File: config.mk
export PLATFORM = sky130hd
export DESIGN_NAME = wifi_mgmt_attack_window_detector_core
export DESIGN_NICKNAME = d
export VERILOG_FILES = /design/src/wmawd_pkg.sv /design/src/wifi_mgmt_attack_window_detector_core.sv
export SDC_FILE = /design/constraint.sdc
export NUM_CORES = 1
export LEC_CHECK = 0
export ABC_CLOCK_PERIOD_IN_PS = 3870
export BUFFER_PORTS_ARGS = -buffer_cell sky130_fd_sc_hd__buf_2
export CORE_MARGIN = 5
export CORE_UTILIZATION = 50
export CTS_BUF_LIST = sky130_fd_sc_hd__clkbuf_4 sky130_fd_sc_hd__clkbuf_8 sky130_fd_sc_hd__clkbuf_16
export DETAILED_ROUTE_END_ITERATION = 8
export PLACE_DENSITY = 0.69
export SLEW_MARGIN = 25
export SYNTH_ARGS = -nofsm -noshare
export SYNTH_HDL_FRONTEND = slang
export SYNTH_SLANG_ARGS = --single-unit
File: constraint.sdc
create_clock -name clock -period 3.87 [get_ports clock]
set_input_delay 0.774 -clock clock [delete_from_list [all_inputs] [get_ports clock]]
set_output_delay 0.774 -clock clock [all_outputs]
set_load 0.01 [all_outputs]
File: src/wmawd_pkg.sv
package wmawd_pkg;

   localparam int CHANNEL_COUNT = 13;
   localparam int COUNTER_BITS  = 16;

   localparam logic [1:0] TYPE_MANAGEMENT = 2'h0;
   localparam logic [3:0] SUB_DEAUTH      = 4'hC;
   localparam logic [3:0] SUB_DISASSOC    = 4'hA;
   localparam logic [3:0] SUB_PROBE       = 4'h4;
   localparam logic [3:0] SUB_BEACON      = 4'h8;

   localparam logic [15:0] DEAUTH_THRESHOLD_RESET = 16'd10;
   localparam logic [15:0] BEACON_THRESHOLD_RESET = 16'd50;
   localparam logic [15:0] PROBE_THRESHOLD_RESET  = 16'd30;
   localparam logic [15:0] WINDOW_LENGTH_RESET    = 16'd1000;
   localparam logic [23:0] COOLDOWN_RESET         = 24'd10000;
   localparam logic [15:0] HOP_INTERVAL_RESET     = 16'd500;

   typedef logic [COUNTER_BITS-1:0] count_type;

   typedef enum logic [2:0] {
      ALERT_AMBIENT = 3'd0,
      ALERT_DEAUTH  = 3'd1,
      ALERT_BEACON  = 3'd2,
      ALERT_PROBE   = 3'd3,
      ALERT_MULTI   = 3'd4
   } alert_type;

   typedef enum logic [2:0] {
      REG_DEAUTH_THRESHOLD = 3'd0,
      REG_BEACON_THRESHOLD = 3'd1,
      REG_PROBE_THRESHOLD  = 3'd2,
      REG_WINDOW_LENGTH    = 3'd3,
      REG_COOLDOWN         = 3'd4,
      REG_HOP_INTERVAL     = 3'd5
   } reg_index_type;

   typedef enum logic {
      OP_FRAME = 1'b0,
      OP_TICK  = 1'b1
   } op_type;

   typedef struct packed {
      logic       op;
      logic [7:0] frame_control;
      logic       is_management;
      logic       client_connected;
   } req_type;

   typedef struct packed {
      logic [2:0]  alert_state;
      logic [3:0]  channel;
      logic        window_closed;
      logic [15:0] window_deauth;
      logic [15:0] window_probe;
      logic [15:0] window_beacon;
   } rsp_type;

   function automatic logic [15:0] clip16(count_type value);
      logic [31:0] wide;
      wide = 32'(value);
      return (wide > 32'hFFFF) ? 16'hFFFF : wide[15:0];
   endfunction

   function automatic count_type count_inc(count_type value);
      return (value == '1) ? value : count_type'(value + 1'b1);
   endfunction

endpackage

File: src/wifi_mgmt_attack_window_detector_core.sv
// Management-frame attack window detector.
// The req channel carries one transaction per received frame (op = 0, with
// its first frame-control byte and management flag) or per millisecond tick
// (op = 1, with the client-connected flag). Each request transaction yields
// exactly one rsp transaction with the alert state, the current channel, a
// window-closed flag and the counts of the last completed window.
// Every transaction is handled in one pass of logic: its result is registered
// in the result register, or in the skid register if that is still full;
// one transaction per cycle is sustained while rsp_stall is low. A two-entry
// output buffer (result register plus skid register) lets a request be
// accepted while a result waits; req_stall rises only when both entries are
// full, so a stalled rsp holds its payload and at most one more request is taken.
// Synchronous reset clears all counters and timers, sets the alert to
// ambient and the channel to 1, loads the register defaults and empties the
// output buffer. The APB port writes thresholds, window length, cooldown and
// hop interval; it should only be written while the block is idle.
module wifi_mgmt_attack_window_detector_core
   import wmawd_pkg::*;
(
   input  logic        clock,
   input  logic        reset,
   input  logic        req_valid,
   output logic        req_stall,
   input  req_type     req_data,
   output logic        rsp_valid,
   input  logic        rsp_stall,
   output rsp_type     rsp_data,
   input  logic        csr_psel,
   input  logic        csr_penable,
   input  logic        csr_pwrite,
   input  logic [4:0]  csr_paddr,
   input  logic [31:0] csr_pwdata,
   output logic [31:0] csr_prdata,
   output logic        csr_pready
);

   logic [15:0] deauth_threshold_ff, beacon_threshold_ff, probe_threshold_ff;
   logic [15:0] window_length_ff, hop_interval_ff;
   logic [23:0] cooldown_ff;

   count_type   deauth_count_ff, deauth_count_in;
   count_type   probe_count_ff, probe_count_in;
   count_type   beacon_count_ff, beacon_count_in;
   count_type   snap_deauth_ff, snap_deauth_in;
   count_type   snap_probe_ff, snap_probe_in;
   count_type   snap_beacon_ff, snap_beacon_in;
   logic [15:0] window_elapsed_ff, window_elapsed_in;
   logic [15:0] hop_elapsed_ff, hop_elapsed_in;
   logic [23:0] since_detection_ff, since_detection_in;
   alert_type   alert_ff, alert_in;
   logic [3:0]  channel_ff, channel_in;

   logic        out_valid_ff, out_valid_in;
   logic        skid_valid_ff, skid_valid_in;
   rsp_type     out_data_ff, out_data_in;
   rsp_type     skid_data_ff, skid_data_in;

   logic        accept;
   logic        take;
   logic        closed;
   rsp_type     result;
   logic        csr_write;
   reg_index_type csr_index;

   assign csr_pready = 1'b1;
   assign csr_index  = reg_index_type'(csr_paddr[4:2]);
   assign csr_write  = csr_psel && csr_penable && csr_pwrite;

   always_ff @(posedge clock) begin
      if (reset) begin
         deauth_threshold_ff <= DEAUTH_THRESHOLD_RESET;
         beacon_threshold_ff <= BEACON_THRESHOLD_RESET;
         probe_threshold_ff  <= PROBE_THRESHOLD_RESET;
         window_length_ff    <= WINDOW_LENGTH_RESET;
         cooldown_ff         <= COOLDOWN_RESET;
         hop_interval_ff     <= HOP_INTERVAL_RESET;
      end else if (csr_write) begin
         unique case (csr_index)
            REG_DEAUTH_THRESHOLD: deauth_threshold_ff <= csr_pwdata[15:0];
            REG_BEACON_THRESHOLD: beacon_threshold_ff <= csr_pwdata[15:0];
            REG_PROBE_THRESHOLD:  probe_threshold_ff  <= csr_pwdata[15:0];
            REG_WINDOW_LENGTH:    window_length_ff    <= csr_pwdata[15:0];
            REG_COOLDOWN:         cooldown_ff         <= csr_pwdata[23:0];
            REG_HOP_INTERVAL:     hop_interval_ff     <= csr_pwdata[15:0];
            default: ;
         endcase
      end
   end

   always_comb begin
      unique case (csr_index)
         REG_DEAUTH_THRESHOLD: csr_prdata = 32'(deauth_threshold_ff);
         REG_BEACON_THRESHOLD: csr_prdata = 32'(beacon_threshold_ff);
         REG_PROBE_THRESHOLD:  csr_prdata = 32'(probe_threshold_ff);
         REG_WINDOW_LENGTH:    csr_prdata = 32'(window_length_ff);
         REG_COOLDOWN:         csr_prdata = 32'(cooldown_ff);
         REG_HOP_INTERVAL:     csr_prdata = 32'(hop_interval_ff);
         default:              csr_prdata = 32'd0;
      endcase
   end

   assign req_stall = skid_valid_ff;
   assign accept    = req_valid && !skid_valid_ff;
   assign take      = out_valid_ff && !rsp_stall;

   always_comb begin
      logic       is_counted;
      logic [3:0] subtype;
      logic [15:0] hop_next, win_next;
      logic       hit_deauth, hit_beacon, hit_probe;
      logic [1:0] hits;

      deauth_count_in    = deauth_count_ff;
      probe_count_in     = probe_count_ff;
      beacon_count_in    = beacon_count_ff;
      snap_deauth_in     = snap_deauth_ff;
      snap_probe_in      = snap_probe_ff;
      snap_beacon_in     = snap_beacon_ff;
      window_elapsed_in  = window_elapsed_ff;
      hop_elapsed_in     = hop_elapsed_ff;
      since_detection_in = since_detection_ff;
      alert_in           = alert_ff;
      channel_in         = channel_ff;
      closed             = 1'b0;

      subtype    = req_data.frame_control[7:4];
      is_counted = req_data.is_management
                   && (req_data.frame_control[3:2] == TYPE_MANAGEMENT);
      hop_next   = (hop_elapsed_ff == 16'hFFFF) ? hop_elapsed_ff : hop_elapsed_ff + 16'd1;
      win_next   = (window_elapsed_ff == 16'hFFFF) ? window_elapsed_ff
                                                   : window_elapsed_ff + 16'd1;
      hit_deauth = 32'(deauth_count_ff) >= 32'(deauth_threshold_ff);
      hit_beacon = 32'(beacon_count_ff) >= 32'(beacon_threshold_ff);
      hit_probe  = 32'(probe_count_ff) >= 32'(probe_threshold_ff);
      hits       = 2'(hit_deauth) + 2'(hit_beacon) + 2'(hit_probe);

      if (req_data.op == OP_FRAME) begin
         if (is_counted) begin
            case (subtype)
               SUB_DEAUTH, SUB_DISASSOC: deauth_count_in = count_inc(deauth_count_ff);
               SUB_PROBE:                probe_count_in  = count_inc(probe_count_ff);
               SUB_BEACON:               beacon_count_in = count_inc(beacon_count_ff);
               default: ;
            endcase
         end
      end else begin
         since_detection_in = (since_detection_ff == 24'hFFFFFF) ? since_detection_ff
                                                                 : since_detection_ff + 24'd1;
         hop_elapsed_in = hop_next;
         if (hop_next >= hop_interval_ff) begin
            hop_elapsed_in = 16'd0;
            if (!req_data.client_connected) begin
               channel_in = (32'(channel_ff) >= CHANNEL_COUNT) ? 4'd1 : channel_ff + 4'd1;
            end
         end
         window_elapsed_in = win_next;
         if (win_next >= window_length_ff) begin
            closed            = 1'b1;
            window_elapsed_in = 16'd0;
            snap_deauth_in    = deauth_count_ff;
            snap_probe_in     = probe_count_ff;
            snap_beacon_in    = beacon_count_ff;
            deauth_count_in   = '0;
            probe_count_in    = '0;
            beacon_count_in   = '0;
            if (hits != 2'd0) begin
               since_detection_in = 24'd0;
               if (hits >= 2'd2) begin
                  alert_in = ALERT_MULTI;
               end else if (hit_deauth) begin
                  alert_in = ALERT_DEAUTH;
               end else if (hit_beacon) begin
                  alert_in = ALERT_BEACON;
               end else begin
                  alert_in = ALERT_PROBE;
               end
            end else if (alert_ff != ALERT_AMBIENT && since_detection_in >= cooldown_ff) begin
               alert_in = ALERT_AMBIENT;
            end
         end
      end

      result.alert_state   = alert_in;
      result.channel       = channel_in;
      result.window_closed = closed;
      result.window_deauth = clip16(snap_deauth_in);
      result.window_probe  = clip16(snap_probe_in);
      result.window_beacon = clip16(snap_beacon_in);
   end

   always_comb begin
      out_valid_in  = out_valid_ff;
      out_data_in   = out_data_ff;
      skid_valid_in = skid_valid_ff;
      skid_data_in  = skid_data_ff;
      if (take) begin
         out_valid_in  = skid_valid_ff;
         out_data_in   = skid_data_ff;
         skid_valid_in = 1'b0;
      end
      if (accept) begin
         if (!out_valid_in) begin
            out_valid_in = 1'b1;
            out_data_in  = result;
         end else begin
            skid_valid_in = 1'b1;
            skid_data_in  = result;
         end
      end
   end

   always_ff @(posedge clock) begin
      if (reset) begin
         deauth_count_ff    <= '0;
         probe_count_ff     <= '0;
         beacon_count_ff    <= '0;
         snap_deauth_ff     <= '0;
         snap_probe_ff      <= '0;
         snap_beacon_ff     <= '0;
         window_elapsed_ff  <= 16'd0;
         hop_elapsed_ff     <= 16'd0;
         since_detection_ff <= 24'd0;
         alert_ff           <= ALERT_AMBIENT;
         channel_ff         <= 4'd1;
      end else if (accept) begin
         deauth_count_ff    <= deauth_count_in;
         probe_count_ff     <= probe_count_in;
         beacon_count_ff    <= beacon_count_in;
         snap_deauth_ff     <= snap_deauth_in;
         snap_probe_ff      <= snap_probe_in;
         snap_beacon_ff     <= snap_beacon_in;
         window_elapsed_ff  <= window_elapsed_in;
         hop_elapsed_ff     <= hop_elapsed_in;
         since_detection_ff <= since_detection_in;
         alert_ff           <= alert_in;
         channel_ff         <= channel_in;
      end
   end

   always_ff @(posedge clock) begin
      if (reset) begin
         out_valid_ff  <= 1'b0;
         skid_valid_ff <= 1'b0;
      end else begin
         out_valid_ff  <= out_valid_in;
         skid_valid_ff <= skid_valid_in;
      end
   end

   always_ff @(posedge clock) begin
      out_data_ff  <= out_data_in;
      skid_data_ff <= skid_data_in;
   end

   assign rsp_valid = out_valid_ff;
   assign rsp_data  = out_data_ff;

endmodule
== After elaboration in Yosys (flattened, before gate mapping) ==
Index checks and enable logic that the tools add are counted.

* Add/subtract/negate cells: 9
* Magnitude comparators: 8
* Eq/ne operators: 19
* Muxes and demuxes: 48
* Reductions and logical operators: 28

{| class="wikitable"
|+ Operators by type and width
! kind !! number
|-
| 16-bit two-way mux || 23
|-
| 56-bit two-way mux || 3
|-
| 24-bit one-hot mux with 6 select lines || 1
|-
| 16-bit by 1-bit adder with 16-bit output, second input constant || 5
|-
| 16-bit == test, second input constant || 5
|-
| 16-bit greater-or-equal comparator || 5
|-
| 24-bit two-way mux || 3
|-
| 24-bit by 1-bit adder with 24-bit output, second input constant || 1
|-
| 24-bit == test, second input constant || 1
|-
| 24-bit greater-or-equal comparator || 1
|-
| 4-bit two-way mux || 4
|-
| 2-bit AND reduction || 8
|-
| 3-bit two-way mux || 5
|-
| 5-bit AND reduction || 3
|-
| 4-bit == test, second input constant || 3
|-
| 2-bit nonzero test || 5
|-
| 1-bit two-way mux || 8
|-
| 3-bit by 2-bit == test with 1-bit output, second input constant || 2
|-
| 3-bit == test, second input constant || 2
|-
| 1-bit logical AND || 6
|-
| 2-bit inequality test, second input constant || 3
|-
| 4-bit by 1-bit adder with 4-bit output, second input constant || 1
|-
| 4-bit by 3-bit == test with 1-bit output, second input constant || 1
|-
| 4-bit greater-or-equal comparator, second input constant || 1
|-
| other kinds (11) || 12
|}

* Flip-flop bits (word level): 377
* Input bits: 55
* Output and inout port bits: 91
* Logic and storage cells: 143

== Depth between registers and ports, before layout ==
Gate-level depths: netlist of the first run.

* Word-level depth: 10
* Mapped depth: 19
* Mapped depth without buffers: 16

== Worst setup path after synthesis of the first run ==
Ideal clock, no wire load.

* Kind: input port to flip-flop
* From: input port req_valid
* To: register skid_data_ff[0] (netlist name) (enable)
* Setup time: 0.471 ns
* Data arrival time: 3.388 ns
* Required time: 3.399 ns
* Slack: 0.011 ns
* Stages on the path: 3
* Buffers on the path: 1
* Cells stage by stage: nand2b_1 > clkbuf_1 > nor2_1

* Cells in the longest elaborated chain, start to end: 2

{| class="wikitable"
|+ RTL lines
! element !! RTL line !! RTL
|-
| from (decl) || wifi_mgmt_attack_window_detector_core.sv:22 || <nowiki>input logic req_valid,</nowiki>
|-
| 1-bit logical AND || wifi_mgmt_attack_window_detector_core.sv:103 || <nowiki>assign accept = req_valid && !skid_valid_ff;</nowiki>
|-
| 2-bit AND reduction (no source line) || - ||
|-
| to (signal assigned) || wifi_mgmt_attack_window_detector_core.sv:252 || <nowiki>skid_data_ff <= skid_data_in;</nowiki>
|-
| to (decl) || wifi_mgmt_attack_window_detector_core.sv:56 || <nowiki>rsp_type skid_data_ff, skid_data_in;</nowiki>
|}

Every way passes these cells.
A chain may end at the register's enable or synchronous reset.

== Final worst setup path of the first run ==
* From: register since_detection_ff[5]
* To: register skid_data_ff[53] (netlist name) (data pin)

* Cells in the longest elaborated chain, start to end: 8
* Elaborated cells on any way between the ends: 9
* Classes of those cells: add/sub: 1; order compare: 1; eq/ne: 1; mux: 5; reduce/logical: 1

{| class="wikitable"
|+ RTL lines
! element !! RTL line !! RTL
|-
| from (decl) || wifi_mgmt_attack_window_detector_core.sv:49 || <nowiki>logic [23:0] since_detection_ff, since_detection_in;</nowiki>
|-
| from (signal assigned) || wifi_mgmt_attack_window_detector_core.sv:234 || <nowiki>since_detection_ff <= since_detection_in;</nowiki>
|-
| 24-bit by 1-bit adder with 24-bit output / 24-bit == test (equally long branches) || wifi_mgmt_attack_window_detector_core.sv:148, wifi_mgmt_attack_window_detector_core.sv:147 ||
|-
| 24-bit two-way mux (*) || wifi_mgmt_attack_window_detector_core.sv:147 || <nowiki>since_detection_in = (since_detection_ff == 24'hFFFFFF) ? since_detection_ff</nowiki>
|-
| 24-bit greater-or-equal comparator (*) || wifi_mgmt_attack_window_detector_core.sv:177 || <nowiki>end else if (alert_ff != ALERT_AMBIENT && since_detection_in >= cooldown_ff) begin</nowiki>
|-
| 1-bit logical AND (*) || wifi_mgmt_attack_window_detector_core.sv:177 ||
|-
| 3-bit two-way mux (*) || wifi_mgmt_attack_window_detector_core.sv:177 ||
|-
| 3-bit two-way mux (*) || wifi_mgmt_attack_window_detector_core.sv:166 || <nowiki>if (hits != 2'd0) begin</nowiki>
|-
| 3-bit two-way mux (*) || wifi_mgmt_attack_window_detector_core.sv:157 || <nowiki>if (win_next >= window_length_ff) begin</nowiki>
|-
| 3-bit two-way mux (*) || wifi_mgmt_attack_window_detector_core.sv:137 || <nowiki>if (req_data.op == OP_FRAME) begin</nowiki>
|-
| via alert_in[0] || wifi_mgmt_attack_window_detector_core.sv:50 || <nowiki>alert_type alert_ff, alert_in;</nowiki>
|}

The timed path passes the listed nets; every way through them passes the cells marked *.

==> results of run 1 <==
## cells in the mapped netlist (7+ instances only)
master / n
o21ai_0: 62
buf_4: 9
a21o_1: 22
xnor2_1: 35
a21oi_1: 244
buf_2: 24
a22o_1: 11
nor3_1: 20
mux2i_1: 56
nand2_1: 302
xor2_1: 18
o2111ai_1: 7
inv_1: 183
and2_1: 26
clkbuf_1: 102
a31oi_1: 11
and3_1: 24
nand2b_1: 17
nor4_1: 12
dfxtp_1: 321
a22oi_1: 58
nor2b_1: 62
nor2_1: 131
nand3_1: 71
edfxtp_1: 56
ha_1: 113
a211oi_1: 109
nand3b_1: 9
o211ai_1: 32
and4_1: 10
or3_1: 24
nand4_1: 27
## cell usage in the layout (no fill, tap or decap), types with 24 or more instances in the layout
master     Yosys  final
a211oi_1     109    109
a21oi_1      244    242
a22oi_1       58     57
and2_1        26     26
buf_2         24    123
buf_4          9    101
clkbuf_16      0     42
dfxtp_1      321    317
edfxtp_1      56     56
ha_1         113    113
inv_1        183    183
mux2i_1       56     56
nand2_1      302    302
nand3_1       71     71
nand4_1       27     27
nor2_1       131    127
nor2b_1       62     60
o211ai_1      32     32
o21ai_0       62     59
or3_1         24     24
xnor2_1       35     34
## state kept, by name (all words and copies together) (netlist names), 4 cells and up
register	flops
snap_deauth_ff	16
channel_ff	4
deauth_threshold_ff	16
hop_elapsed_ff	16
hop_interval_ff	16
rsp_data	56
cooldown_ff	24
beacon_threshold_ff	16
skid_data_ff	56
window_elapsed_ff	16
snap_beacon_ff	16
beacon_count_ff	16
probe_count_ff	16
window_length_ff	16
since_detection_ff	24
snap_probe_ff	16
probe_threshold_ff	16
deauth_count_ff	16
## stage by stage
stage / setup TNS (ps) / utilization (%)
floorplan: 0 / -
global placement: 0 / 54.8
detailed placement: 0 / 54.8
CTS: 0 / 58.3
global route: -65.6 / 58.6
finish: 0 / 58.6
## worst max-delay path: cells and delay by family (launching register included)
family                   cells  cell delay [ps]
AND/OR/NAND/NOR             10             2130
buffers and inverters        3              500
flip-flops                   1              360
adder cells (fa/ha/maj)      1              300
AO/OA/AOI/OAI                1              100
XOR/XNOR                     1               90
## report_power, final
part           internal, mW  leakage, nW  switching, mW
Sequential             4.14         3.14         0.0783
Combinational         0.306         5.42          0.523
Clock                  2.32        0.685           1.65
Total                  6.76         9.25           2.25
## per-layer routing
metal | GRT usage, % | part of all wire [%]
met4 | 9.26 | 3.5
met1 | 34.2 | 44
met5 | 0 | 0
met3 | 3.48 | 5.7
met2 | 40.9 | 47
## cell type report
| type | count | area [um2] | share of cell area (%) |
|---|---|---|---|
| multi-input cells | 1613 | 10300 | 45.4 |
| inverters | 185 | 694 | 3.06 |
| flip-flops and latches | 377 | 8110 | 35.8 |
| clock inverters | 14 | 148 | 0.652 |
| clock buffers | 61 | 1210 | 5.35 |
| repair buffers | 234 | 1550 | 6.83 |
| well taps | 518 | 648 | 2.86 |
## cells by family (layout without fill, tap and decap cells)
group / Yosys count / in the layout
DFF: 377 / 377
adders and majority gates: 114 / 114
AOI/OAI and AO/OA: 612 / 612
buffers and inverters: 325 / 494
muxes: 62 / 62
other: 2 / 9
xor gates and xnor gates: 53 / 53
and+or+nand+nor: 763 / 763
## repair_timing
item                       4_1_cts  5_1_grt
buffers inserted                 0        3
setup endpoints to repair        0      261
resized for setup                0       31
## worst paths after layout
kind / start / end / slack [ps] / depth (start not counted)
worst min-delay path: csr_pwdata[21] / cooldown_ff[21] / 440 / 3
worst max-delay path: since_detection_ff[5] / skid_data_ff[53] / 130 / 16
worst min register to register: alert_ff[2] / alert_ff[2] / 470 / 2
worst max register to register: since_detection_ff[5] / skid_data_ff[53] / 130 / 16
==> summary.md, run 1 <==
| Metric | Value |
|---|---|
| Outcome | `completed` |
| Largest net degree at the start of global routing | `81` |
| Mapped Cells | `2,308` |
| Largest family of logic cells by synthesized area | `compound AO/OA/AOI/OAI gates` |
| Initial DRC count | `1,436` |
| Initial antenna violation count | `0` |
| RSZ-0062 raised after global routing | `true` |
| Setup Slack @ Placement | `35.2 ps` |
| CTS Hold Bufs | `0` |
| DR vias | `17,363` |
| Layout area overhead | `16.1%` |
| Mux cell area share after synthesis | `3.22%` |
| H-tree depth | `2` |
| Via/cell ratio | `5.78` |
| Worst hold slack | `442 ps` |
| Crit-path max cell delay | `530 ps` |
| Peak supply drop | `363 uV` |
| Post-Place Cells | `2,924` |
| Async SR Flop Fraction | `0%` |
| Tightest Pin Transition | `854 ps` |
| Synth Cell Area | `19,500 um2` |
| Io pins | `146` |
| Post-route cell area | `22,700 um2` |
| Synth area leader | `dfxtp_1` |
| Fillers | `3,433` |
| Initial Util | `50.5%` |
| Die Footprint | `43,100 um2` |
| Die Wd | `208 um` |
| #FFs+latches synth | `377` |
| Pwr dens | `398 nW/um2` |
| Wire per inst | `18.9 um` |
| Top cell by count, worst path | `buf_4` |
| Final setup margin | `130 ps` |
| Clk root buf | `clkbuf_16` |
| Post-synthesis sequential area ratio | `41.6%` |
| Die Y | `208 um` |
| Startpoint type of the worst setup path | `register` |
| Post-DP HPWL | `40.8 mm` |
| Clock buffer count from CTS | `42` |
| GRT Resource Usage Total | `25.1%` |
| Aggregate global routing overflow | `0` |
| Crit. End Element | `register` |
| Synth unique cells | `77` |
| Top cell type's share of synthesized area | `32.9%` |
| Synth Area in XOR/XNOR | `2.38%` |
| Synth top area cells | `dfxtp_1 33%, edfxtp_1 8.6%, ha_1 7.2%` |
| Final setup viols | `0` |
| Maximum clock path buffer count | `3` |
| Setup CP Type | `reg -> reg` |
| Tcrit/Tclk final | `96.6%` |
| Share of layout cells above drive strength 1 | `14.6%` |
| Max-slew headroom | `43.1%` |
| Slew Limit Fails | `0` |
| Simple-gate portion of the synthesized area | `18.8%` |
| Skew final | `21.9 ps` |
| Drt drc | `0` |
| TritonCTS clock tree | `built` |
| Critical path cell sequence | `nand4_1 > or4_4 > nor3_4 > nor3_1 > buf_4 > nand3_1 > xnor2_1 > ha_1 > nand4_1 > nor4_2 > nor4b_2 > buf_4 > o21ai_1 > buf_4 > nand2_1 > nand2_1` |
| Number of cell rows | `72` |
| Syn. warnings | `0` |
| Core footprint | `38,600 um2` |
| First-pass GRT wire length | `88.7 mm` |
| Post-synth EDFFs | `56` |
| Critical Path AT | `4050 ps` |
| Clock sink total | `377` |
| Complex-gate fraction of the synthesized area | `20.0%` |
| Final net count | `2,622` |
| Syn_area_per_cell | `8.45 um2` |
| FMAX | `0.267 GHz` |
| Worst-path clk slew | `60 ps` |
| Hold crit path type | `in -> reg` |
| Ant. Diodes | `0` |
| Port Buf Inserts | `124` |
| Antenna viol nets, final | `0` |
| Vias in the first global route | `16,406` |
| Static leakage | `9.25 nW` |
| Worst-Skew Late Latency | `570 ps` |
| MaxCap Viol Count | `0` |
| Post-Layout Cell Count | `3,002` |
| Hold Fails Final Rpt | `0` |
| Adder-cell share of the synthesized area | `7.35%` |
| Tot Pwr | `9.01 mW` |
| DRT Pass-1 Iters | `6` |
| DP Area | `21,200 um2` |
| Max FO, Critical Path | `7` |
| Worst path slowest cell | `or4_4` |
| Fin crit period | `3740 ps` |
| Drt total wl | `56.7 mm` |
| Worst path required time | `4180 ps` |
| Main synth FF type | `dfxtp_1` |
| GP Congestion | `0.940` |
No activity file was read; power rests on OpenSTA's default activity.
==> run 2: changes to the inputs <==
--- a/config.mk
+++ b/config.mk
@@ -5,13 +5,14 @@
 export SDC_FILE = /design/constraint.sdc
 export NUM_CORES = 1
 export LEC_CHECK = 0
-export ABC_CLOCK_PERIOD_IN_PS = 3870
+export ABC_CLOCK_PERIOD_IN_PS = 3600
 export BUFFER_PORTS_ARGS = -buffer_cell sky130_fd_sc_hd__buf_2
+export CAP_MARGIN = 40
 export CORE_MARGIN = 5
 export CORE_UTILIZATION = 50
 export CTS_BUF_LIST = sky130_fd_sc_hd__clkbuf_4 sky130_fd_sc_hd__clkbuf_8 sky130_fd_sc_hd__clkbuf_16
 export DETAILED_ROUTE_END_ITERATION = 8
-export PLACE_DENSITY = 0.69
+export PLACE_DENSITY = 0.66
 export SLEW_MARGIN = 25
 export SYNTH_ARGS = -nofsm -noshare
 export SYNTH_HDL_FRONTEND = slang
==> constraint.sdc (replaced) <==
create_clock -name clock -period 3.6 [get_ports clock]
set_input_delay 0.72 -clock clock [delete_from_list [all_inputs] [get_ports clock]]
set_output_delay 0.72 -clock clock [all_outputs]
set_load 0.01 [all_outputs]
==> summary.md, run 2 (same netlist as run 1, synthesis figures left out) <==
| Metric | Value |
|---|---|
| Outcome | `complete, but fails checks (was completed)` |
| Failing checks | `negative setup slack` |
| Worst-Skew Late Latency | `580 ps (was 570 ps)` |
| Via/cell ratio | `5.75 (was 5.78)` |
| CP startpoint | `since_detection_ff[6] (was since_detection_ff[5])` |
| Initial DRC count | `1,522 (was 1,436)` |
| Die Footprint | `43,100 um2 (unchanged)` |
| Post-Route Utilization | `64.4% (was 58.6%)` |
| Drt drc | `0 (unchanged)` |
| GRT Resource Usage Total | `26.3% (was 25.1%)` |
| First-pass GRT wire length | `92.5 mm (was 88.7 mm)` |
| Max FO, Critical Path | `5 (was 7)` |
| Maximum clock path buffer count | `3 (unchanged)` |
| Hold crit path type | `in -> reg (unchanged)` |
| Hold path start | `csr_pwdata[19] (was csr_pwdata[21])` |
| Peak supply drop | `445 uV (was 363 uV)` |
| Slew Limit Fails | `0 (unchanged)` |
| Clk root buf | `clkbuf_16 (unchanged)` |
| Drt total wl | `60.6 mm (was 56.7 mm)` |
| Layout area overhead | `27.5% (was 16.1%)` |
| Startpoint type of the worst setup path | `register (unchanged)` |
| Skew final | `25.0 ps (was 21.9 ps)` |
| Initial antenna violation count | `0 (unchanged)` |
| Wire per inst | `19.2 um (was 18.9 um)` |
| Largest net degree at the start of global routing | `99 (was 81)` |
| Tightest Pin Transition | `835 ps (was 854 ps)` |
| Fillers | `3,148 (was 3,433)` |
| Worst-path clk slew | `60 ps (about the same)` |
| Worst path required time | `4090 ps (was 4180 ps)` |
| FF-to-FF setup slack | `-60 ps (was 130 ps)` |
| GP Congestion | `0.905 (was 0.940)` |
| Met2 usage | `44.3% (was 40.9%)` |
| Pwr dens | `396 nW/um2 (was 398 nW/um2)` |
| Hold Crit Endpoint | `cooldown_ff[19] (was cooldown_ff[21])` |
| Port Buf Inserts | `124 (unchanged)` |
| DRT Pass-1 Iters | `5 (was 6)` |
| Post-route cell area | `24,900 um2 (was 22,700 um2)` |
| Die Y | `208 um (unchanged)` |
| Met1 Use GR | `34.7% (was 34.2%)` |
| Tcrit/Tclk final | `102% (was 96.6%)` |
| Worst path slowest cell | `or4_4 (unchanged)` |
| Static leakage | `10.3 nW (was 9.25 nW)` |
| TritonCTS clock tree | `built (unchanged)` |
| Critical path cell sequence | `nand4_1 > or4_4 > nor3_4 > or3_4 > buf_4 > xnor2_1 > ha_1 > a21oi_1 > o21ai_2 > a2111oi_4 > o21ai_2 > o21ai_4 > buf_6 > nand2_2 > buf_4 > a22oi_1 (was nand4_1 > or4_4 > nor3_4 > nor3_1 > buf_4 > nand3_1 > xnor2_1 > ha_1 > nand4_1 > nor4_2 > nor4b_2 > buf_4 > o21ai_1 > buf_4 > nand2_1 > nand2_1)` |
| DP Area | `22,000 um2 (was 21,200 um2)` |
| Fin crit period | `3660 ps (was 3740 ps)` |
| Hold Fails Final Rpt | `0 (unchanged)` |
| CTS Hold Bufs | `0 (unchanged)` |
| Most frequent cells in the layout | `309 x dfxtp_1, 292 x nand2_1, 228 x buf_4 (was 317 x dfxtp_1, 302 x nand2_1, 242 x a21oi_1)` |
| Antenna viol nets, final | `0 (unchanged)` |
| Initial Util | `50.5% (unchanged)` |
| Share of layout cells above drive strength 1 | `24.7% (was 14.6%)` |
| FMAX | `0.273 GHz (was 0.267 GHz)` |
| Final net count | `2,768 (was 2,622)` |
| Setup CP Type | `reg -> reg (unchanged)` |
| Post-DP HPWL | `42.3 mm (was 40.8 mm)` |
| Ant. Diodes | `0 (unchanged)` |
| Critical Path AT | `4150 ps (was 4050 ps)` |
| DR vias | `18,134 (was 17,363)` |
| Aggregate global routing overflow | `0 (unchanged)` |
| Footprint of the multi-input gates | `11,200 um2 (was 10,300 um2)` |
| Commonest non-fill, non-tap cell in the layout | `dfxtp_1 (unchanged)` |
| Worst hold slack | `390 ps (was 442 ps)` |
| Critical R2R Launch | `since_detection_ff[6] (was since_detection_ff[5])` |
| Crit-path max cell delay | `530 ps (about the same)` |
| M3 GR Usage | `4.10% (was 3.48%)` |
| Core footprint | `38,600 um2 (unchanged)` |
| Max-slew headroom | `44.3% (was 43.1%)` |
| Clock buffer count from CTS | `43 (was 42)` |
| Io pins | `146 (unchanged)` |
| Register area | `8120 um2 (was 8110 um2)` |
| Reg2reg end | `rsp_data[55] (was skid_data_ff[53])` |
| Reg2reg path depth | `16 (unchanged)` |
| MaxCap Viol Count | `0 (unchanged)` |
| Final setup viols | `9 (was 0)` |
| Final setup margin | `-61.5 ps (was 130 ps)` |
| Number of cell rows | `72 (unchanged)` |
| Clock sink total | `377 (unchanged)` |
| H-tree depth | `2 (unchanged)` |
| Crit. End Element | `register (unchanged)` |
| Hold Path Stages | `3 (unchanged)` |
| RSZ-0062 raised after global routing | `true (unchanged)` |
| Vias in the first global route | `16,896 (was 16,406)` |
| Busiest layer in global routing | `met2 (unchanged)` |
| Die Wd | `208 um (unchanged)` |
[run 2: cell count changes in the layout (fill, tap and decap cells not counted), moves of 17 or more]
cell / change
a21oi_1: -22
mux2i_1: -37
mux2i_4: +20
buf_4: +127
a21oi_2: +18
mux2i_2: +17
[run 2: metrics by stage]
step / std cells / power [mW] / setup TNS, ps / setup WS (ps)
finish: 3151 / 9.84 / -202 / -61.5
global route: 3151 / 10.2 / -10390 / -217
detailed placement: 3038 / 5.52 / -57100 / -468
CTS: 3136 / 9.87 / -1.15 / -1.15
global placement: 3038 / 5.50 / -28670 / -297
floorplan: 2315 / 5.15 / 0 / 40.7
[run 2: report_power, final]
group | total [mW] | switching [mW] | leakage, nW | internal, mW
sequential | 4.54 | 0.0944 | 3.15 | 4.45
combinational | 0.960 | 0.585 | 6.43 | 0.375
clock | 4.34 | 1.81 | 0.708 | 2.53
[run 2: metal layers]
layer	part of all wire (%)	vias to the layer above
li1	-	8744
met1	42	8684
met2	48	588
met3	6.5	118
met4	3.3	0
met5	0	-
[run 2: worst max-delay path by stage]
stage,endpoint,slack (ps),cells after the start
finish,rsp_data[55],-60,16
floorplan,deauth_count_ff[8],40,18
global placement,skid_data_ff[42],-300,16
CTS,rsp_data[55],-1,17
global route,rsp_data[55],-220,16
detailed placement,skid_data_ff[42],-470,17
[run 2: layout make-up]
type | instances | share of cell area (%)
Multi-Input combinational cell | 1613 | 45.2
Sequential cell | 377 | 32.7
Timing Repair Buffer | 379 | 11.1
Clock buffer | 61 | 5.10
Inverter | 185 | 2.82
Tap cell | 518 | 2.61
Clock inverter | 18 | 0.538
[run 2: what timing repair did]
item,in CTS,in global routing
endpoints found under the setup margin,220,236
pin swaps,32,50
resized for setup,76,177
buffers inserted,22,13
gates cloned,0,3
[run 2: worst max-delay path, delay by kind of cell (launching register included)]
kind                       cells  cell delay, ps
adders and majority gates      1             310
buffers and inverters          3             360
and+or+nand+nor                5            1150
xor gates and xnor gates       1             170
DFF                            1             330
AOI/OAI and AO/OA              6            1240
==> run 3: changes to the inputs <==
--- a/config.mk
+++ b/config.mk
@@ -6,13 +6,13 @@
 export NUM_CORES = 1
 export LEC_CHECK = 0
 export ABC_CLOCK_PERIOD_IN_PS = 3600
-export BUFFER_PORTS_ARGS = -buffer_cell sky130_fd_sc_hd__buf_2
+export BUFFER_PORTS_ARGS = -buffer_cell sky130_fd_sc_hd__clkbuf_2
 export CAP_MARGIN = 40
 export CORE_MARGIN = 5
-export CORE_UTILIZATION = 50
+export CORE_UTILIZATION = 60
 export CTS_BUF_LIST = sky130_fd_sc_hd__clkbuf_4 sky130_fd_sc_hd__clkbuf_8 sky130_fd_sc_hd__clkbuf_16
 export DETAILED_ROUTE_END_ITERATION = 8
-export PLACE_DENSITY = 0.66
+export PLACE_DENSITY = 0.78
 export SLEW_MARGIN = 25
 export SYNTH_ARGS = -nofsm -noshare
 export SYNTH_HDL_FRONTEND = slang
==> summary.md, run 3 (same netlist as run 1, synthesis figures left out) <==
| Metric | Value |
|---|---|
| GRT Resource Usage Total | `30.7% (was 26.3%)` |
| Startpoint type of the worst setup path | `register (unchanged)` |
| FF-to-FF setup slack | `-40 ps (was -60 ps)` |
| Antenna viol nets, final | `0 (unchanged)` |
| Peak supply drop | `426 uV (was 445 uV)` |
| Die Y | `190 um (was 208 um)` |
| Reg2reg end | `snap_deauth_ff[8] (was rsp_data[55])` |
| Drt drc | `0 (unchanged)` |
| Share of layout cells above drive strength 1 | `22.8% (was 24.7%)` |
| Hold Path Stages | `3 (unchanged)` |
| Wire per inst | `19.9 um (was 19.2 um)` |
| Max FO, Critical Path | `7 (was 5)` |
| H-tree depth | `2 (unchanged)` |
| Post-route cell area | `24,400 um2 (was 24,900 um2)` |
| Failing checks | `negative setup slack (unchanged)` |
| Slew Limit Fails | `0 (unchanged)` |
| Critical Path AT | `4070 ps (was 4150 ps)` |
| Hold path start | `csr_pwdata[17] (was csr_pwdata[19])` |
| Tightest Pin Transition | `861 ps (was 835 ps)` |
| Static leakage | `10.1 nW (was 10.3 nW)` |
| Setup CP Type | `reg -> reg (unchanged)` |
| Final setup viols | `5 (was 9)` |
| Hold Fails Final Rpt | `0 (unchanged)` |
| RSZ-0062 raised after global routing | `true (unchanged)` |
| FMAX | `0.274 GHz (was 0.273 GHz)` |
| Die Wd | `190 um (was 208 um)` |
| Aggregate global routing overflow | `0 (unchanged)` |
| Post-Place Cells | `2,963 (was 3,038)` |
| Core footprint | `32,300 um2 (was 38,600 um2)` |
| Number of cell rows | `66 (was 72)` |
| TritonCTS clock tree | `built (unchanged)` |
| Pwr dens | `407 nW/um2 (was 396 nW/um2)` |
| Post-DP HPWL | `41.1 mm (was 42.3 mm)` |
| MaxCap Viol Count | `0 (unchanged)` |
| Die Footprint | `36,200 um2 (was 43,100 um2)` |
| Clock buffer count from CTS | `40 (was 43)` |
| Commonest non-fill, non-tap cell in the layout | `dfxtp_1 (unchanged)` |
| First-pass GRT wire length | `91.1 mm (was 92.5 mm)` |
| Port Buf Inserts | `124 (unchanged)` |
| Fin crit period | `3640 ps (was 3660 ps)` |
| Vias in the first global route | `17,621 (was 16,896)` |
| Largest net degree at the start of global routing | `153 (was 99)` |
| DP Area | `21,900 um2 (was 22,000 um2)` |
| Outcome | `complete, but fails checks (unchanged)` |
| Ant. Diodes | `0 (unchanged)` |
| Initial DRC count | `1,807 (was 1,522)` |
| Tcrit/Tclk final | `101% (was 102%)` |
| Via/cell ratio | `6.11 (was 5.75)` |
| Max-slew headroom | `42.6% (was 44.3%)` |
| Worst-Skew Late Latency | `550 ps (was 580 ps)` |
| DR vias | `18,691 (was 18,134)` |
| Reg2reg path depth | `17 (was 16)` |
| DRT Pass-1 Iters | `6 (was 5)` |
| Most frequent cells in the layout | `309 x dfxtp_1, 296 x nand2_1, 229 x a21oi_1 (was 309 x dfxtp_1, 292 x nand2_1, 228 x buf_4)` |
| Maximum clock path buffer count | `3 (unchanged)` |
| Hold crit path type | `in -> reg (unchanged)` |
| GP Congestion | `0.965 (was 0.905)` |
| Hold Crit Endpoint | `cooldown_ff[17] (was cooldown_ff[19])` |
| Initial Util | `60.4% (was 50.5%)` |
| Final setup margin | `-44.9 ps (was -61.5 ps)` |
| Clk root buf | `clkbuf_16 (unchanged)` |
| Layout area overhead | `25.1% (was 27.5%)` |
| Worst-path clk slew | `60 ps (about the same)` |
| Worst path required time | `4030 ps (was 4090 ps)` |
| Skew final | `11.2 ps (was 25.0 ps)` |
| Critical R2R Launch | `window_elapsed_ff[0] (was since_detection_ff[6])` |
| Clock sink total | `377 (unchanged)` |
| Post-Layout Cell Count | `3,060 (was 3,151)` |
| CP startpoint | `window_elapsed_ff[0] (was since_detection_ff[6])` |
| Drt total wl | `61.0 mm (was 60.6 mm)` |
| Crit. End Element | `register (unchanged)` |
| Worst hold slack | `401 ps (was 390 ps)` |
| Final net count | `2,756 (was 2,768)` |
| Initial antenna violation count | `1 (was 0)` |
| Io pins | `146 (unchanged)` |
==> run 3: cell types whose count changed in the layout (fill, tap and decap cells not counted), sizes merged <==
cell | previous run | this run
inv | 186 | 184
clkdlybuf4s15 | 0 | 1
clkbuf | 63 | 182
bufinv | 1 | 5
clkinv | 15 | 10
buf | 377 | 245
==> run 3: per-stage QoR <==
step	setup WS, ps	TNS [ps]	power [mW]	util [%]
after floorplan	40.7	0	5.15	-
after global placement	-127	-425	5.48	68.0
after detailed placement	-232	-2150	5.51	68.0
after CTS	-92.1	-92.1	9.90	72.8
after global routing	-168	-6120	10.3	75.6
final	-44.9	-95.5	9.95	75.6
==> run 3: how the worst max path moves through the flow <==
| stage | endpoint | slack [ps] | cells past startpoint |
|---|---|---|---|
| 2_1_floorplan | deauth_count_ff[8] | 40 | 18 |
| 3_3_place_gp | skid_data_ff[54] | -130 | 14 |
| 3_5_place_dp | rsp_data[55] | -230 | 18 |
| 4_1_cts | rsp_data[55] | -90 | 18 |
| 5_1_grt | deauth_count_ff[8] | -170 | 17 |
| 6_report | snap_deauth_ff[8] | -40 | 17 |
==> run 3: area by class of cell <==
class / instances / area [um2]
Clock inverter: 15 / 214
Sequential cell: 377 / 8120
Fill cell: 2183 / 7870
Multi-Input combinational cell: 1613 / 11000
Clock buffer: 58 / 1210
Timing Repair Buffer: 370 / 2630
Tap cell: 442 / 553
Inverter: 185 / 694
==> run 3: report_power, final <==
group / internal, mW / total (mW) / switching (mW)
Sequential: 4.45 / 4.55 / 0.100
Clock: 2.70 / 4.43 / 1.73
Combinational: 0.373 / 0.968 / 0.595
Total: 7.52 / 9.95 / 2.43
==> run 3: metal layers <==
layer  part of all wire [%]  wire [um]  GRT usage (%)  vias to the layer above
li1                       -          -              -                     8698
met3                    7.1       4320           4.71                      209
met5                  0.021         13              0                        -
met2                     48      29300           51.4                      843
met1                     40      24300           39.4                     8939
met4                    5.1       3090           14.0                        2
==> run 3: repair_timing <==
item,4_1_cts,5_1_grt
setup buffers,8,13
hold buffers,0,0
setup endpoints to repair,57,252
resized for setup,27,157
pin swaps,13,21
hold endpoints to repair,0,0
gates cloned,0,4
==> run 3: worst max-delay path: stages, from the launching register on <==
cell,delay [ps]
dfxtp_2,330
ha_4,160
nand4_1,120
nor2_2,80
a21oi_4,240
nand2_2,120
nor2_4,160
xor2_2,200
ha_1,290
and2_1,220
a221oi_2,270
o21ai_2,120
a21oi_2,230
inv_2,140
buf_4,170
buf_4,190
mux2i_4,210
a211oi_1,280
